`config.mk`:
```
export PLATFORM = sky130hd
export DESIGN_NAME = imu_attitude_packet_parser_top
export DESIGN_NICKNAME = d
export VERILOG_FILES = /design/src/rtl/iap_pkg.sv /design/src/rtl/iap_parse.sv /design/src/rtl/iap_scale.sv /design/src/rtl/imu_attitude_packet_parser_top.sv
export SDC_FILE = /design/constraint.sdc
export NUM_CORES = 1
export LEC_CHECK = 0
export CAP_MARGIN = 20
export CORE_ASPECT_RATIO = 0.75
export CORE_UTILIZATION = 50
export CTS_BUF_LIST = sky130_fd_sc_hd__clkbuf_8
export DETAILED_ROUTE_END_ITERATION = 8
export DONT_BUFFER_PORTS = 1
export GPL_ROUTABILITY_DRIVEN = 0
export GPL_TIMING_DRIVEN = 0
export PLACE_DENSITY = 0.72
export SKIP_LAST_GASP = 1
export SLEW_MARGIN = 20
export SYNTH_ARGS = -nofsm -noshare
export SYNTH_HDL_FRONTEND = slang
export SYNTH_SLANG_ARGS = --single-unit
```
`constraint.sdc`:
```
create_clock -name clk -period 7.91 [get_ports clk]
set_input_delay 0.791 -clock clk [delete_from_list [all_inputs] [get_ports clk]]
set_output_delay 0.791 -clock clk [all_outputs]
set_load 0.005 [all_outputs]
```
`src/rtl/iap_pkg.sv`:
```
// Shared types, constants and the angle scaling function for the attitude packet parser.
`timescale 1ns / 1ps

package iap_pkg;

  localparam int BYTE_W  = 8;
  localparam int ANGLE_W = 18;
  localparam int WORD_W  = 16;
  localparam int PROD_W  = 22;
  localparam int NUM_DATA = 6;
  localparam int MASK_W  = 3;

  localparam logic [BYTE_W-1:0] HDR_S = 8'h73;
  localparam logic [BYTE_W-1:0] HDR_N = 8'h6E;
  localparam logic [BYTE_W-1:0] HDR_P = 8'h70;

  localparam int FLAG_YAW   = 2;
  localparam int FLAG_PITCH = 1;
  localparam int FLAG_ROLL  = 0;

  localparam logic signed [PROD_W-1:0] SCALE_MUL = 22'sd45;
  localparam int SCALE_SHIFT = 4;

  typedef logic signed [ANGLE_W-1:0] angle_t;

  typedef struct packed {
    logic                               done;
    logic [MASK_W-1:0]                  flags;
    logic [NUM_DATA-1:0][BYTE_W-1:0]    data;
  } pkt_t;

  // floor(raw * 45 / 16) on a big-endian signed 16-bit word
  function automatic angle_t scale_word(input logic [WORD_W-1:0] word);
    logic signed [PROD_W-1:0] raw;
    logic signed [PROD_W-1:0] prod;
    raw  = PROD_W'($signed(word));
    prod = raw * SCALE_MUL;
    return angle_t'(prod[PROD_W-1:SCALE_SHIFT]);
  endfunction

endpackage

```
`src/rtl/iap_parse.sv`:
```
// Input register, header and type check sequencer, and payload byte capture.
`timescale 1ns / 1ps

module iap_parse (
  input  logic                       clk,
  input  logic                       rst,
  input  logic                       s_axis_tvalid,
  output logic                       s_axis_tready,
  input  logic [iap_pkg::BYTE_W-1:0] s_axis_tdata,
  input  logic [iap_pkg::BYTE_W-1:0] sensor_packet_code,
  input  logic                       out_free,
  output iap_pkg::pkt_t              pkt
);

  typedef enum logic [3:0] {
    PH_HUNT, PH_N, PH_P, PH_TYPE, PH_LEN, PH_FLAG1, PH_FLAG2,
    PH_D0, PH_D1, PH_D2, PH_D3, PH_D4, PH_D5
  } phase_t;

  phase_t                      phase;
  phase_t                      phase_next;
  phase_t                      resync;
  logic                        in_valid;
  logic [iap_pkg::BYTE_W-1:0]  in_byte;
  logic [iap_pkg::MASK_W-1:0]  flags;
  logic [4:0][iap_pkg::BYTE_W-1:0] payload;
  logic                        advance;

  assign advance       = in_valid && ((phase != PH_D5) || out_free);
  assign s_axis_tready = !in_valid || advance;
  assign resync        = (in_byte == iap_pkg::HDR_S) ? PH_N : PH_HUNT;

  always_comb begin
    case (phase)
      PH_HUNT:  phase_next = resync;
      PH_N:     phase_next = (in_byte == iap_pkg::HDR_N) ? PH_P : resync;
      PH_P:     phase_next = (in_byte == iap_pkg::HDR_P) ? PH_TYPE : resync;
      PH_TYPE:  phase_next = (in_byte == sensor_packet_code) ? PH_LEN : resync;
      PH_LEN:   phase_next = PH_FLAG1;
      PH_FLAG1: phase_next = PH_FLAG2;
      PH_FLAG2: phase_next = PH_D0;
      PH_D0:    phase_next = PH_D1;
      PH_D1:    phase_next = PH_D2;
      PH_D2:    phase_next = PH_D3;
      PH_D3:    phase_next = PH_D4;
      PH_D4:    phase_next = PH_D5;
      PH_D5:    phase_next = PH_HUNT;
      default:  phase_next = resync;
    endcase
  end

  always_comb begin
    pkt.done  = in_valid && (phase == PH_D5);
    pkt.flags = flags;
    pkt.data  = {in_byte, payload[4], payload[3], payload[2], payload[1], payload[0]};
  end

  always_ff @(posedge clk) begin
    if (rst) begin
      in_valid <= 1'b0;
      phase    <= PH_HUNT;
      flags    <= '0;
    end else begin
      if (s_axis_tready) begin
        in_valid <= s_axis_tvalid;
        in_byte  <= s_axis_tdata;
      end
      if (advance) begin
        phase <= phase_next;
        case (phase)
          PH_FLAG1: flags      <= in_byte[7:5];
          PH_D0:    payload[0] <= in_byte;
          PH_D1:    payload[1] <= in_byte;
          PH_D2:    payload[2] <= in_byte;
          PH_D3:    payload[3] <= in_byte;
          PH_D4:    payload[4] <= in_byte;
          default:  ;
        endcase
      end
    end
  end

endmodule

```
`src/rtl/iap_scale.sv`:
```
// Word selection, angle scaling and the held-angle result register.
`timescale 1ns / 1ps

module iap_scale (
  input  logic                       clk,
  input  logic                       rst,
  input  iap_pkg::pkt_t              pkt,
  output logic                       out_free,
  output logic                       m_axis_tvalid,
  input  logic                       m_axis_tready,
  output iap_pkg::angle_t            yaw_angle,
  output iap_pkg::angle_t            pitch_angle,
  output iap_pkg::angle_t            roll_angle,
  output logic [iap_pkg::MASK_W-1:0] updated_mask
);

  logic [iap_pkg::WORD_W-1:0] word0;
  logic [iap_pkg::WORD_W-1:0] word1;
  logic [iap_pkg::WORD_W-1:0] word2;
  logic [iap_pkg::WORD_W-1:0] pitch_word;
  logic [iap_pkg::WORD_W-1:0] roll_word;
  iap_pkg::angle_t            yaw_next;
  iap_pkg::angle_t            pitch_next;
  iap_pkg::angle_t            roll_next;
  logic                       load;

  assign word0 = {pkt.data[0], pkt.data[1]};
  assign word1 = {pkt.data[2], pkt.data[3]};
  assign word2 = {pkt.data[4], pkt.data[5]};

  always_comb begin
    pitch_word = pkt.flags[iap_pkg::FLAG_YAW] ? word1 : word0;
    case ({pkt.flags[iap_pkg::FLAG_YAW], pkt.flags[iap_pkg::FLAG_PITCH]})
      2'b00:   roll_word = word0;
      2'b11:   roll_word = word2;
      default: roll_word = word1;
    endcase
    yaw_next   = pkt.flags[iap_pkg::FLAG_YAW]   ? iap_pkg::scale_word(word0)      : yaw_angle;
    pitch_next = pkt.flags[iap_pkg::FLAG_PITCH] ? iap_pkg::scale_word(pitch_word) : pitch_angle;
    roll_next  = pkt.flags[iap_pkg::FLAG_ROLL]  ? iap_pkg::scale_word(roll_word)  : roll_angle;
  end

  assign out_free = !m_axis_tvalid || m_axis_tready;
  assign load     = pkt.done && out_free;

  always_ff @(posedge clk) begin
    if (rst) begin
      m_axis_tvalid <= 1'b0;
      yaw_angle     <= '0;
      pitch_angle   <= '0;
      roll_angle    <= '0;
      updated_mask  <= '0;
    end else if (load) begin
      m_axis_tvalid <= 1'b1;
      yaw_angle     <= yaw_next;
      pitch_angle   <= pitch_next;
      roll_angle    <= roll_next;
      updated_mask  <= pkt.flags;
    end else if (m_axis_tready) begin
      m_axis_tvalid <= 1'b0;
    end
  end

endmodule

```
`src/rtl/imu_attitude_packet_parser_top.sv`:
```
// Top level of the attitude packet parser: config register, parser and result stage.
`timescale 1ns / 1ps

// Takes one received byte per cycle and returns one result per complete packet of
// the configured type ('s' 'n' 'p', type, length, two flag bytes, six data bytes).
// The parser accepts a byte every cycle while the result register is free or being
// drained; the result register loads from the input register. Yaw, pitch and roll
// are in 1/256 degree, and an angle not selected by the flags repeats its previous
// value. sensor_packet_code resets to 0 and is written with cfg_wr_en.
module imu_attitude_packet_parser_top (
  input  logic        clk,
  input  logic        rst,
  input  logic        cfg_wr_en,
  input  logic [7:0]  cfg_wr_data,   // sensor_packet_code
  input  logic        s_axis_tvalid,
  output logic        s_axis_tready,
  input  logic [7:0]  s_axis_tdata,  // [7:0] rx_byte
  output logic        m_axis_tvalid,
  input  logic        m_axis_tready,
  output logic [63:0] m_axis_tdata   // [17:0] yaw_angle, [35:18] pitch_angle,
                                     // [53:36] roll_angle, [56:54] updated_mask
);

  logic [iap_pkg::BYTE_W-1:0] sensor_packet_code;
  iap_pkg::pkt_t              pkt;
  logic                       out_free;
  iap_pkg::angle_t            yaw_angle;
  iap_pkg::angle_t            pitch_angle;
  iap_pkg::angle_t            roll_angle;
  logic [iap_pkg::MASK_W-1:0] updated_mask;

  always_ff @(posedge clk) begin
    if (rst) begin
      sensor_packet_code <= '0;
    end else if (cfg_wr_en) begin
      sensor_packet_code <= cfg_wr_data;
    end
  end

  iap_parse u_parse (
    .clk                (clk),
    .rst                (rst),
    .s_axis_tvalid      (s_axis_tvalid),
    .s_axis_tready      (s_axis_tready),
    .s_axis_tdata       (s_axis_tdata),
    .sensor_packet_code (sensor_packet_code),
    .out_free           (out_free),
    .pkt                (pkt)
  );

  iap_scale u_scale (
    .clk           (clk),
    .rst           (rst),
    .pkt           (pkt),
    .out_free      (out_free),
    .m_axis_tvalid (m_axis_tvalid),
    .m_axis_tready (m_axis_tready),
    .yaw_angle     (yaw_angle),
    .pitch_angle   (pitch_angle),
    .roll_angle    (roll_angle),
    .updated_mask  (updated_mask)
  );

  assign m_axis_tdata = {7'b0, updated_mask, roll_angle, pitch_angle, yaw_angle};

endmodule

```
==> results.sh, run 1 <==
export IMPL_status="completed"
export IMPL_critical_path_startpoint_type="register"
export IMPL_route_final_wire_length_um=29900
export IMPL_rows=47
export IMPL_fin_nets=1511
export IMPL_cts_buffers_inserted=17
export IMPL_skew_ps=21.2
export IMPL_buffers_on_ports=0
export IMPL_fin_total_pwr_mw=1.47
export IMPL_synth_warnings=0
export IMPL_max_slew_margin_pct=19.4
export IMPL_drive_gt1_share_pct=7.35
export IMPL_antenna_violations_before_repair=0
export IMPL_vias_per_cell=5.89
export IMPL_shortest_clock_period_the_worst_path_allows_after_layout_ps=6390
export IMPL_critPathRequiredTime_ps=8220
export IMPL_clock_latency_ps=490
export IMPL_setup_repair_after_global_routing_missed_its_margin="false"
export IMPL_fin_util_pct=55.2
export IMPL_grt_pass1_vias=8772
export IMPL_io_pins=87
export IMPL_cts_sinks=122
export IMPL_max_clock_freq_mhz=156
export IMPL_cell_count_post_placement=1527
export IMPL_final_cell_count_no_fill=1559
export IMPL_worstHoldEndpoint="u_parse.in_byte[0]"
export IMPL_whs_path_depth=0
export IMPL_grt_max_degree=17
export IMPL_drv_max_cap_violation_count=0
export IMPL_cpMostUsedCell="sky130_fd_sc_hd__ha_1"
export IMPL_cts_htree_levels=4
export IMPL_synth_area_leaders="sky130_fd_sc_hd__ha_1 17%, sky130_fd_sc_hd__fa_1 14%, sky130_fd_sc_hd__dfxtp_1 13%, sky130_fd_sc_hd__edfxtp_1 13%, sky130_fd_sc_hd__inv_1 6.6%"
export IMPL_cts_hold_buf=0
export IMPL_design_core_area_um2=22300
export IMPL_worstRegToRegCells=20
export IMPL_syn_avg_cell_area_um2=9.39
export IMPL_rrSetupSlack_ps=1520
export IMPL_grt_first_pass_wirelength_um=47100
export IMPL_critical_path_reg2reg_startpoint="u_parse.flags[2]"
export IMPL_timing_final_crit_share_pct=80.8
export IMPL_synthToLayoutAreaGrowth_pct=7.20
export IMPL_cts_root_to_sink_buffers=2
export IMPL_detailedRoute_firstIterationViolations=870
export IMPL_synth_edf_count=48
export IMPL_worst_setup_path_type="reg -> reg"
export IMPL_slowest_stage="sky130_fd_sc_hd__o21ai_0"
export IMPL_hold_start="s_axis_tdata[0]"
export IMPL_netlist_top_cell_by_area="sky130_fd_sc_hd__ha_1"
export IMPL_timing_critical_path_arrival_ps=6700
export IMPL_rr_endpoint="u_scale.roll_angle[17]"
export IMPL_floorplan_initialDensity_pct=51.5
export IMPL_irDropWorstVdd_uv=167
export IMPL_antenna_diode_count=0
export IMPL_fp_dieW_um=177
export IMPL_via_count=9182
export IMPL_ant_nets=0
export IMPL_post_drt_wl_per_cell_um=19.2
export IMPL_min_delay_path_class="in -> reg"
export IMPL_clockRootBuffer="sky130_fd_sc_hd__clkbuf_8"
export IMPL_timing_worst_slew_pin_value_ps=1210
export IMPL_die_h_um=133
export IMPL_netlist_cell_type_count=87
export IMPL_post_route_drc_count=0
export IMPL_postSynthRegisterBits=122
export IMPL_power_density_cell_area_nw_per_um2=119
export IMPL_postCtsSetupBuffers=0
export IMPL_setup_violations_final=0
export IMPL_seq_total_area_yosys_pct=25.4
export IMPL_cp_cell_sequence="buf_1 > inv_1 > ha_1 > buf_2 > buf_2 > clkbuf_1 > o21ai_0 > ha_1 > ha_1 > fa_1 > inv_1 > fa_1 > inv_1 > ha_1 > and3_1 > and4_1 > nand4_1 > a41oi_1 > and3_1 > o221ai_1"
export IMPL_tritoncts="done"
export IMPL_synth_cell_area_um2=11500
export IMPL_ys_flop_type="sky130_fd_sc_hd__dfxtp_1"
export IMPL_timing_max_transition_violations_final=0
export IMPL_hold_violations=0
export IMPL_synthArstFlopShare_pct=0
export IMPL_place_hpwl_um=23500
export IMPL_crit_fanout=10
export IMPL_grt_use_total_pct=26.3
export IMPL_total_overflow_reported_by_the_global_router=0
export IMPL_timing_critical_path_to_type="register"
export IMPL_leakage_nw=5.68
export IMPL_syn_inst=1227
export IMPL_die_footprint_um2=23600
export IMPL_drt_pass1_iter_count=5
export IMPL_clkTransAtPathRegs_ps=80
export IMPL_fraction_of_post_synthesis_cell_area_in_the_top_cell_type_by_area_pct=16.8
export IMPL_ctsResizeCount=0
export IMPL_largest_stage_delay_worst_path_ps=760
export IMPL_tns_ps=0
## report_power, final
group	switching (mW)	internal, mW	leakage, nW
combinational	0.0967	0.0613	4.43
clock	0.316	0.324	0.215
sequential	0.0143	0.661	1.04
total	0.427	1.05	5.68
## metal layers
metal	vias up	routed length (um)	share of wire (%)	GRT usage, %
li1	4322	-	-	-
met1	4387	13800	46	38.3
met2	422	12300	41	37.0
met3	51	3130	10	7.28
met4	0	650	2.2	9.00
met5	-	0	0	0
## cells in the final DEF, fill, tap and decap left out, types with 12 or more instances in the layout
cell type,n
sky130_fd_sc_hd__ha_1,155
sky130_fd_sc_hd__xnor2_1,20
sky130_fd_sc_hd__a22oi_1,15
sky130_fd_sc_hd__xor2_1,18
sky130_fd_sc_hd__mux2i_1,30
sky130_fd_sc_hd__clkbuf_8,17
sky130_fd_sc_hd__a211oi_1,12
sky130_fd_sc_hd__nand3_1,32
sky130_fd_sc_hd__inv_1,201
sky130_fd_sc_hd__nand2_1,75
sky130_fd_sc_hd__o21ai_0,49
sky130_fd_sc_hd__nor3_1,13
sky130_fd_sc_hd__a21oi_1,62
sky130_fd_sc_hd__clkbuf_1,20
sky130_fd_sc_hd__a31oi_1,16
sky130_fd_sc_hd__edfxtp_1,48
sky130_fd_sc_hd__or3_1,15
sky130_fd_sc_hd__a21o_1,21
sky130_fd_sc_hd__and3_1,22
sky130_fd_sc_hd__nor2_1,49
sky130_fd_sc_hd__fa_1,83
sky130_fd_sc_hd__dfxtp_1,74
## cell usage after synthesis, types with 22 or more instances
master                     count
sky130_fd_sc_hd__nand3_1      32
sky130_fd_sc_hd__edfxtp_1     48
sky130_fd_sc_hd__nor2_1       49
sky130_fd_sc_hd__inv_1       201
sky130_fd_sc_hd__o21ai_0      49
sky130_fd_sc_hd__dfxtp_1      74
sky130_fd_sc_hd__a21oi_1      62
sky130_fd_sc_hd__nand2_1      75
sky130_fd_sc_hd__mux2i_1      30
sky130_fd_sc_hd__ha_1        155
sky130_fd_sc_hd__fa_1         83
sky130_fd_sc_hd__and3_1       22
## registers in the layout (all words and copies together), names as in the netlist, 3 cells and up
name / flops
sensor_packet_code: 8
u_parse.flags: 3
u_parse.in_byte: 8
u_parse.phase: 4
u_parse.pkt: 40
u_scale.pitch_angle: 18
u_scale.roll_angle: 18
u_scale.updated_mask: 3
u_scale.yaw_angle: 18
## cell families (layout without fill, tap and decap cells)
group                    after synthesis  count (layout)  share of synthesized area [%]
buffers and inverters                250             282                           8.64
adder cells (fa/ha/maj)              238             238                           31.3
XOR/XNOR                              38              38                           2.89
other                                  1               7                         0.0326
flip-flops                           122             122                           25.4
AO/OA/AOI/OAI                        270             270                           16.3
multiplexers                          36              36                           3.19
AND/OR/NAND/NOR                      272             272                           12.3
## final cells by class
cell class	count	area (um^2)
Tap cell	294	368
Multi-Input combinational cell	861	7630
Inverter	201	754
Clock inverter	15	200
Sequential cell	122	2920
Clock buffer	17	234
Fill cell	2007	10000
Buffer	49	240
## critical path: cells and delay by family, from the launching register on
kind,cells,cell delay [ps]
buffers and inverters,7,1310
and+or+nand+nor,4,860
DFF,1,450
adders and majority gates,6,2330
AOI/OAI and AO/OA,3,1270
## worst max-delay path by stage
| stage | cells after the start | start | slack (ps) | to |
|---|---|---|---|---|
| floorplan | 20 | u_parse.flags[2] | 2540 | u_scale.roll_angle[12] |
| global placement | 20 | u_parse.flags[2] | 1700 | u_scale.roll_angle[17] |
| detailed placement | 20 | u_parse.flags[2] | 1630 | u_scale.roll_angle[16] |
| CTS | 20 | u_parse.flags[2] | 1590 | u_scale.roll_angle[16] |
| global route | 20 | u_parse.flags[2] | 1160 | u_scale.roll_angle[17] |
| finish | 20 | u_parse.flags[2] | 1520 | u_scale.roll_angle[17] |
## metrics by stage
stage               cell area (um^2)  hold slack, ps  setup slack (ps)
global route                   12300             386              1160
global placement               11900             459              1700
floorplan                      11500             448              2540
finish                         12300             413              1520
CTS                            12300             381              1590
detailed placement             11900             466              1630
Note: power is estimated with default switching activity, not from simulation.
==> run 2, diff against run 1 <==
ABC_AREA = 1   (was not set)
PLACE_DENSITY = 0.75   (was 0.72)
clock period = 5.79 ns   (was 7.91 ns; I/O delays follow)
==> results.sh, run 2 <==
export IMPL_seq_total_area_yosys_pct=25.1
export IMPL_fp_dieW_um=178
export IMPL_setup_repair_after_global_routing_missed_its_margin="false"
export IMPL_share_seq_of_total_power_pct=50.7
export IMPL_worst_setup_path_type="reg -> reg"
export IMPL_drive_gt1_share_pct=6.11
export IMPL_setup_violations_final=0
export IMPL_area_sequential_um2=2920
export IMPL_dominant_delay_contributor_by_cell_family_on_the_critical_path="adder cells"
export IMPL_cts_hold_buf=0
export IMPL_rrSetupSlack_ps=530
export IMPL_hold_violations=0
export IMPL_synth_commonest_cells="324 x sky130_fd_sc_hd__inv_1, 191 x sky130_fd_sc_hd__nand2_1, 155 x sky130_fd_sc_hd__ha_1"
export IMPL_place_hpwl_um=22400
export IMPL_detailedRoute_firstIterationViolations=715
export IMPL_leakage_nw=6.33
export IMPL_final_cell_count_no_fill=1767
export IMPL_post_route_drc_count=0
export IMPL_die_footprint_um2=23900
export IMPL_total_overflow_reported_by_the_global_router=0
export IMPL_power_frac_clock_pct=38.5
export IMPL_cts_htree_levels=4
export IMPL_antenna_diode_count=0
export IMPL_tritoncts="done"
export IMPL_antenna_violations_before_repair=0
export IMPL_grt_max_degree=17
export IMPL_power_share_switching_pct=30.0
export IMPL_cell_count_post_placement=1736
export IMPL_timing_critical_path_to_type="register"
export IMPL_critical_path_reg2reg_startpoint="u_parse.flags[2]"
export IMPL_ys_flop_type="sky130_fd_sc_hd__dfxtp_1"
export IMPL_largest_register_ffs=40
export IMPL_timing_worst_slew_pin_value_ps=876
export IMPL_slowest_stage="sky130_fd_sc_hd__fa_1"
export IMPL_synth_warnings=0
export IMPL_layout_commonest_cell="sky130_fd_sc_hd__inv_1"
export IMPL_critPathRequiredTime_ps=6150
export IMPL_total_area_of_multi_input_combinational_cells_um2=7300
export IMPL_io_pins=87
export IMPL_synth_most_common_cell="sky130_fd_sc_hd__inv_1"
export IMPL_fin_nets=1719
export IMPL_clockRootBuffer="sky130_fd_sc_hd__clkbuf_8"
export IMPL_synth_area_leaders="sky130_fd_sc_hd__ha_1 17%, sky130_fd_sc_hd__fa_1 14%, sky130_fd_sc_hd__dfxtp_1 13%, sky130_fd_sc_hd__edfxtp_1 12%, sky130_fd_sc_hd__inv_1 10%"
export IMPL_fin_total_pwr_mw=1.82
export IMPL_rows=47
export IMPL_netlist_top_cell_by_area="sky130_fd_sc_hd__ha_1"
export IMPL_timing_critical_path_arrival_ps=5620
export IMPL_cts_sinks=122
export IMPL_route_final_wire_length_um=27600
export IMPL_shortest_clock_period_the_worst_path_allows_after_layout_ps=5260
export IMPL_fraction_of_post_synthesis_cell_area_in_the_top_cell_type_by_area_pct=16.7
export IMPL_rr_endpoint="u_scale.roll_angle[16]"
export IMPL_tns_ps=0
export IMPL_synth_cell_area_um2=11600
export IMPL_floorplan_initialDensity_pct=51.8
export IMPL_skew_ps=12.2
export IMPL_clock_latency_ps=470
export IMPL_timing_max_transition_violations_final=0
export IMPL_grt_pass1_vias=8988
export IMPL_cp_cell_sequence="inv_2 > ha_1 > inv_2 > buf_4 > clkbuf_2 > o21ai_0 > inv_1 > ha_1 > ha_1 > fa_1 > inv_1 > fa_1 > inv_1 > ha_1 > nand2_1 > o21ai_0 > a21oi_1 > nand2_1 > a21oi_1 > nor2_1 > o21bai_1 > inv_1"
export IMPL_irDropWorstVdd_uv=226
export IMPL_status="completed"
export IMPL_p_comb_share_pct=10.8
export IMPL_clkTransAtPathRegs_ps=80
export IMPL_critPathBufInv=8
export IMPL_syn_inst=1436
export IMPL_largest_stage_delay_worst_path_ps=490
export IMPL_worstRegToRegCells=22
export IMPL_vias_per_cell=5.33
export IMPL_power_switching_mw=0.546
export IMPL_fillCellCount=2057
export IMPL_netlist_cell_type_count=51
export IMPL_cts_buffers_inserted=17
export IMPL_drt_pass1_iter_count=6
export IMPL_buffers_on_ports=0
export IMPL_syn_avg_cell_area_um2=8.11
export IMPL_internal_power_mw=1.28
export IMPL_synthToLayoutAreaGrowth_pct=6.47
export IMPL_ant_nets=0
export IMPL_worstHoldEndpoint="u_parse.in_byte[5]"
export IMPL_design_core_area_um2=22500
export IMPL_critical_path_startpoint_type="register"
export IMPL_drv_max_cap_violation_count=0
export IMPL_timing_final_crit_share_pct=90.9
export IMPL_cts_root_to_sink_buffers=2
export IMPL_fin_util_pct=55.2
export IMPL_max_clock_freq_mhz=190
export IMPL_synthArstFlopShare_pct=0
export IMPL_min_delay_path_class="in -> reg"
export IMPL_grt_use_total_pct=24.6
export IMPL_power_density_cell_area_nw_per_um2=147
export IMPL_via_count=9416
export IMPL_hold_start="s_axis_tdata[5]"
export IMPL_post_drt_wl_per_cell_um=15.6
export IMPL_postSynthRegisterBits=122
export IMPL_most_used_cells_in_the_layout_excluding_fill_and_tap_cells="324 x sky130_fd_sc_hd__inv_1, 191 x sky130_fd_sc_hd__nand2_1, 155 x sky130_fd_sc_hd__ha_1"
export IMPL_crit_fanout=15
export IMPL_whs_path_depth=0
export IMPL_grt_first_pass_wirelength_um=45600
export IMPL_die_h_um=134
export IMPL_max_slew_margin_pct=41.6
export IMPL_synth_edf_count=48
## run 2: changes by cell type after synthesis, moves of 11 or more
| cell | change |
|---|---|
| sky130_fd_sc_hd__or3_1 | -15 |
| sky130_fd_sc_hd__nand2_1 | +116 |
| sky130_fd_sc_hd__a22oi_1 | -15 |
| sky130_fd_sc_hd__a31oi_1 | -12 |
| sky130_fd_sc_hd__nor2_1 | +46 |
| sky130_fd_sc_hd__o21ai_0 | +52 |
| sky130_fd_sc_hd__mux2i_1 | -30 |
| sky130_fd_sc_hd__a211oi_1 | -11 |
| sky130_fd_sc_hd__inv_1 | +123 |
| sky130_fd_sc_hd__a21oi_1 | +27 |
| sky130_fd_sc_hd__and3_1 | -22 |
| sky130_fd_sc_hd__nand3_1 | +40 |
## run 2: kinds of logic after synthesis
family | synth area share [%]
flip-flops | 25.1
AND/OR/NAND/NOR | 15.6
AO/OA/AOI/OAI | 13.2
other | 0.0322
adder cells (fa/ha/maj) | 30.9
buffers and inverters | 12.5
XOR/XNOR | 2.63
## run 2: stage by stage
stage          area [um^2]  hold WS, ps  setup slack, ps
2_1_floorplan        11700          460             1240
3_3_place_gp         12000          475              352
3_5_place_dp         12000          480              261
4_1_cts              12400          184              241
5_1_grt              12400          180              244
6_report             12400          210              526
## run 2: per-layer routing
| metal | vias to the layer above | GRT usage, % | share of wire (%) |
|---|---|---|---|
| met5 | - | 0 | 0 |
| met4 | 0 | 6.36 | 1.5 |
| met3 | 25 | 6.58 | 9.7 |
| met2 | 350 | 34.8 | 41 |
| met1 | 4372 | 36.8 | 48 |
| li1 | 4669 | - | - |
## run 2: worst max-delay path by stage
| stage | cells after the start | start | to | slack [ps] |
|---|---|---|---|---|
| 4_1_cts | 23 | u_parse.flags[2] | u_scale.roll_angle[16] | 240 |
| 2_1_floorplan | 23 | u_parse.flags[2] | u_scale.roll_angle[16] | 1240 |
| 3_5_place_dp | 23 | u_parse.flags[2] | u_scale.roll_angle[16] | 260 |
| 6_report | 22 | u_parse.flags[2] | u_scale.roll_angle[16] | 530 |
| 3_3_place_gp | 24 | u_parse.flags[2] | u_scale.roll_angle[16] | 350 |
| 5_1_grt | 22 | u_parse.flags[2] | u_scale.roll_angle[16] | 240 |
## run 2: final cells by class
type	instances	area share [%]
Tap cell	294	2.97
Clock inverter	15	0.929
Buffer	30	1.71
Sequential cell	122	23.6
Multi-Input combinational cell	959	58.9
Clock buffer	17	1.89
Inverter	330	10.0
## run 2: repair_timing
item | 4_1_cts | 5_1_grt
setup endpoints to repair | 0 | 10
buffers inserted | 0 | 0
resized for setup | 0 | 4
## run 2: power groups by stage
stage	registers [mW]	clock network [mW]	logic, mW
floorplan	0.934	0	0.147
global placement	0.943	0	0.188
detailed placement	0.943	0	0.192
CTS	0.923	0.718	0.194
global route	0.925	0.752	0.223
finish	0.924	0.701	0.197
==> run 3, diff against run 2 <==
CORE_UTILIZATION = 40   (was 50)
GPL_TIMING_DRIVEN = not set   (was 0)
PLACE_DENSITY = 0.63   (was 0.75)
==> results.sh, run 3 (synthesis gave the netlist of run 2 again) <==
export IMPL_slowest_stage="sky130_fd_sc_hd__ha_1"
export IMPL_rows=53
export IMPL_fp_dieW_um=199
export IMPL_layout_commonest_cell="sky130_fd_sc_hd__inv_1"
export IMPL_fin_nets=1691
export IMPL_crit_cells=21
export IMPL_shortest_clock_period_the_worst_path_allows_after_layout_ps=4980
export IMPL_grt_max_degree=37
export IMPL_tritoncts="done"
export IMPL_routed_wl_met3_um=1560
export IMPL_vias_per_cell=4.96
export IMPL_place_hpwl_um=21400
export IMPL_critical_path_reg2reg_startpoint="u_parse.flags[2]"
export IMPL_fin_total_pwr_mw=1.93
export IMPL_min_delay_path_class="in -> reg"
export IMPL_via_count=9070
export IMPL_largest_stage_delay_worst_path_ps=550
export IMPL_clock_latency_ps=460
export IMPL_drt_pass1_iter_count=5
export IMPL_io_pins=87
export IMPL_post_route_drc_count=0
export IMPL_grt_pass1_vias=8685
export IMPL_detailedRoute_firstIterationViolations=557
export IMPL_synthToLayoutAreaGrowth_pct=6.17
export IMPL_timing_final_crit_share_pct=86.0
export IMPL_critPathBufInv=6
export IMPL_most_used_cells_in_the_layout_excluding_fill_and_tap_cells="325 x sky130_fd_sc_hd__inv_1, 191 x sky130_fd_sc_hd__nand2_1, 155 x sky130_fd_sc_hd__ha_1"
export IMPL_design_core_area_um2=28300
export IMPL_max_clock_freq_mhz=201
export IMPL_worstRegToRegCells=21
export IMPL_clkTransAtPathRegs_ps=90
export IMPL_setup_repair_after_global_routing_missed_its_margin="false"
export IMPL_total_overflow_reported_by_the_global_router=0
export IMPL_timing_worst_slew_pin_value_ps=1010
export IMPL_final_cell_area_um2=12400
export IMPL_tns_ps=0
export IMPL_irDropWorstVdd_uv=163
export IMPL_crit_fanout=23
export IMPL_grt_first_pass_wirelength_um=44500
export IMPL_route_final_wire_length_um=26500
export IMPL_clockRootBuffer="sky130_fd_sc_hd__clkbuf_8"
export IMPL_die_footprint_um2=29800
export IMPL_endpoint="u_scale.roll_angle[16]"
export IMPL_cp_cell_sequence="inv_2 > ha_1 > inv_2 > o21ai_0 > inv_1 > ha_1 > ha_1 > fa_1 > inv_1 > fa_1 > inv_1 > ha_1 > nand2_1 > o21ai_0 > a21oi_1 > o21ai_0 > a21oi_1 > nand2_1 > nand2_1 > o21bai_1 > inv_1"
export IMPL_critPathRequiredTime_ps=6140
export IMPL_cts_sinks=122
export IMPL_fillCellCount=2844
export IMPL_rr_endpoint="u_scale.roll_angle[16]"
export IMPL_detailed_place_area_um2=12000
export IMPL_cts_htree_levels=4
export IMPL_timing_max_transition_violations_final=0
export IMPL_status="completed"
export IMPL_timing_critical_path_to_type="register"
export IMPL_floorplan_initialDensity_pct=41.1
export IMPL_max_slew_margin_pct=31.9
export IMPL_worst_setup_path_type="reg -> reg"
export IMPL_ctsResizeCount=0
export IMPL_hold_violations=0
export IMPL_skew_ps=15.5
export IMPL_critical_path_startpoint_type="register"
export IMPL_critical_path_origin="u_parse.flags[2]"
export IMPL_rrSetupSlack_ps=810
export IMPL_drv_max_cap_violation_count=0
export IMPL_met2RoutedLength_um=11000
export IMPL_cell_count_post_placement=1798
export IMPL_hold_slack_ps=179
export IMPL_cts_hold_buf=0
export IMPL_dominant_delay_contributor_by_cell_family_on_the_critical_path="adder cells"
export IMPL_antenna_diode_count=0
export IMPL_timing_critical_path_arrival_ps=5320
export IMPL_grt_use_total_pct=19.0
export IMPL_drive_gt1_share_pct=4.57
export IMPL_leakage_nw=6.25
export IMPL_highest_layer="met4"
export IMPL_cts_buffers_inserted=17
export IMPL_power_density_cell_area_nw_per_um2=156
export IMPL_largest_register_ffs=40
export IMPL_final_cell_count_no_fill=1830
export IMPL_antenna_violations_before_repair=0
export IMPL_die_h_um=150
export IMPL_ant_nets=0
export IMPL_buffers_on_ports=0
export IMPL_setup_violations_final=0
export IMPL_met1_length_um=13600
export IMPL_post_drt_wl_per_cell_um=14.5
export IMPL_cts_root_to_sink_buffers=2
export IMPL_postCtsSetupBuffers=0
## run 3: how the worst min path moves through the flow
| stage | cells after the start | slack [ps] | endpoint | from |
|---|---|---|---|---|
| finish | 1 | 180 | u_scale.updated_mask[2] | rst |
| CTS | 1 | 140 | u_scale.updated_mask[2] | rst |
| detailed placement | 2 | 470 | u_scale.updated_mask[1] | u_scale.updated_mask[1] |
| floorplan | 2 | 460 | u_scale.yaw_angle[3] | u_scale.yaw_angle[3] |
| global route | 1 | 140 | u_scale.updated_mask[2] | rst |
| global placement | 2 | 470 | u_scale.updated_mask[1] | u_scale.updated_mask[1] |
## run 3: final cells by class
class / count / area, um^2 / area share [%]
timing repair buffer: 2 / 15.0 / 0.121
inverter: 330 / 1240 / 10.0
sequential: 122 / 2920 / 23.6
tap: 385 / 482 / 3.90
multi-input combinational: 959 / 7290 / 59.0
clock inverter: 15 / 173 / 1.40
clock buffer: 17 / 234 / 1.89
## run 3: per-stage QoR
step,utilization (%),worst slack (ps)
2_1_floorplan,-,1240
5_1_grt,43.7,428
3_3_place_gp,42.2,998
3_5_place_dp,42.2,908
6_report,43.7,813
4_1_cts,43.7,885
## run 3: where the power goes
part / leakage [nW] / switching, mW / internal [mW]
clock: 0.215 / 0.392 / 0.427
combinational: 5.00 / 0.115 / 0.0675
sequential: 1.04 / 0.0213 / 0.904
## run 3: layer usage
metal | GRT usage (%) | vias to the layer above
met1 | 28.7 | 4210
met5 | 0 | -
met3 | 3.29 | 22
met2 | 27.7 | 233
met4 | 4.65 | 0
li1 | - | 4605
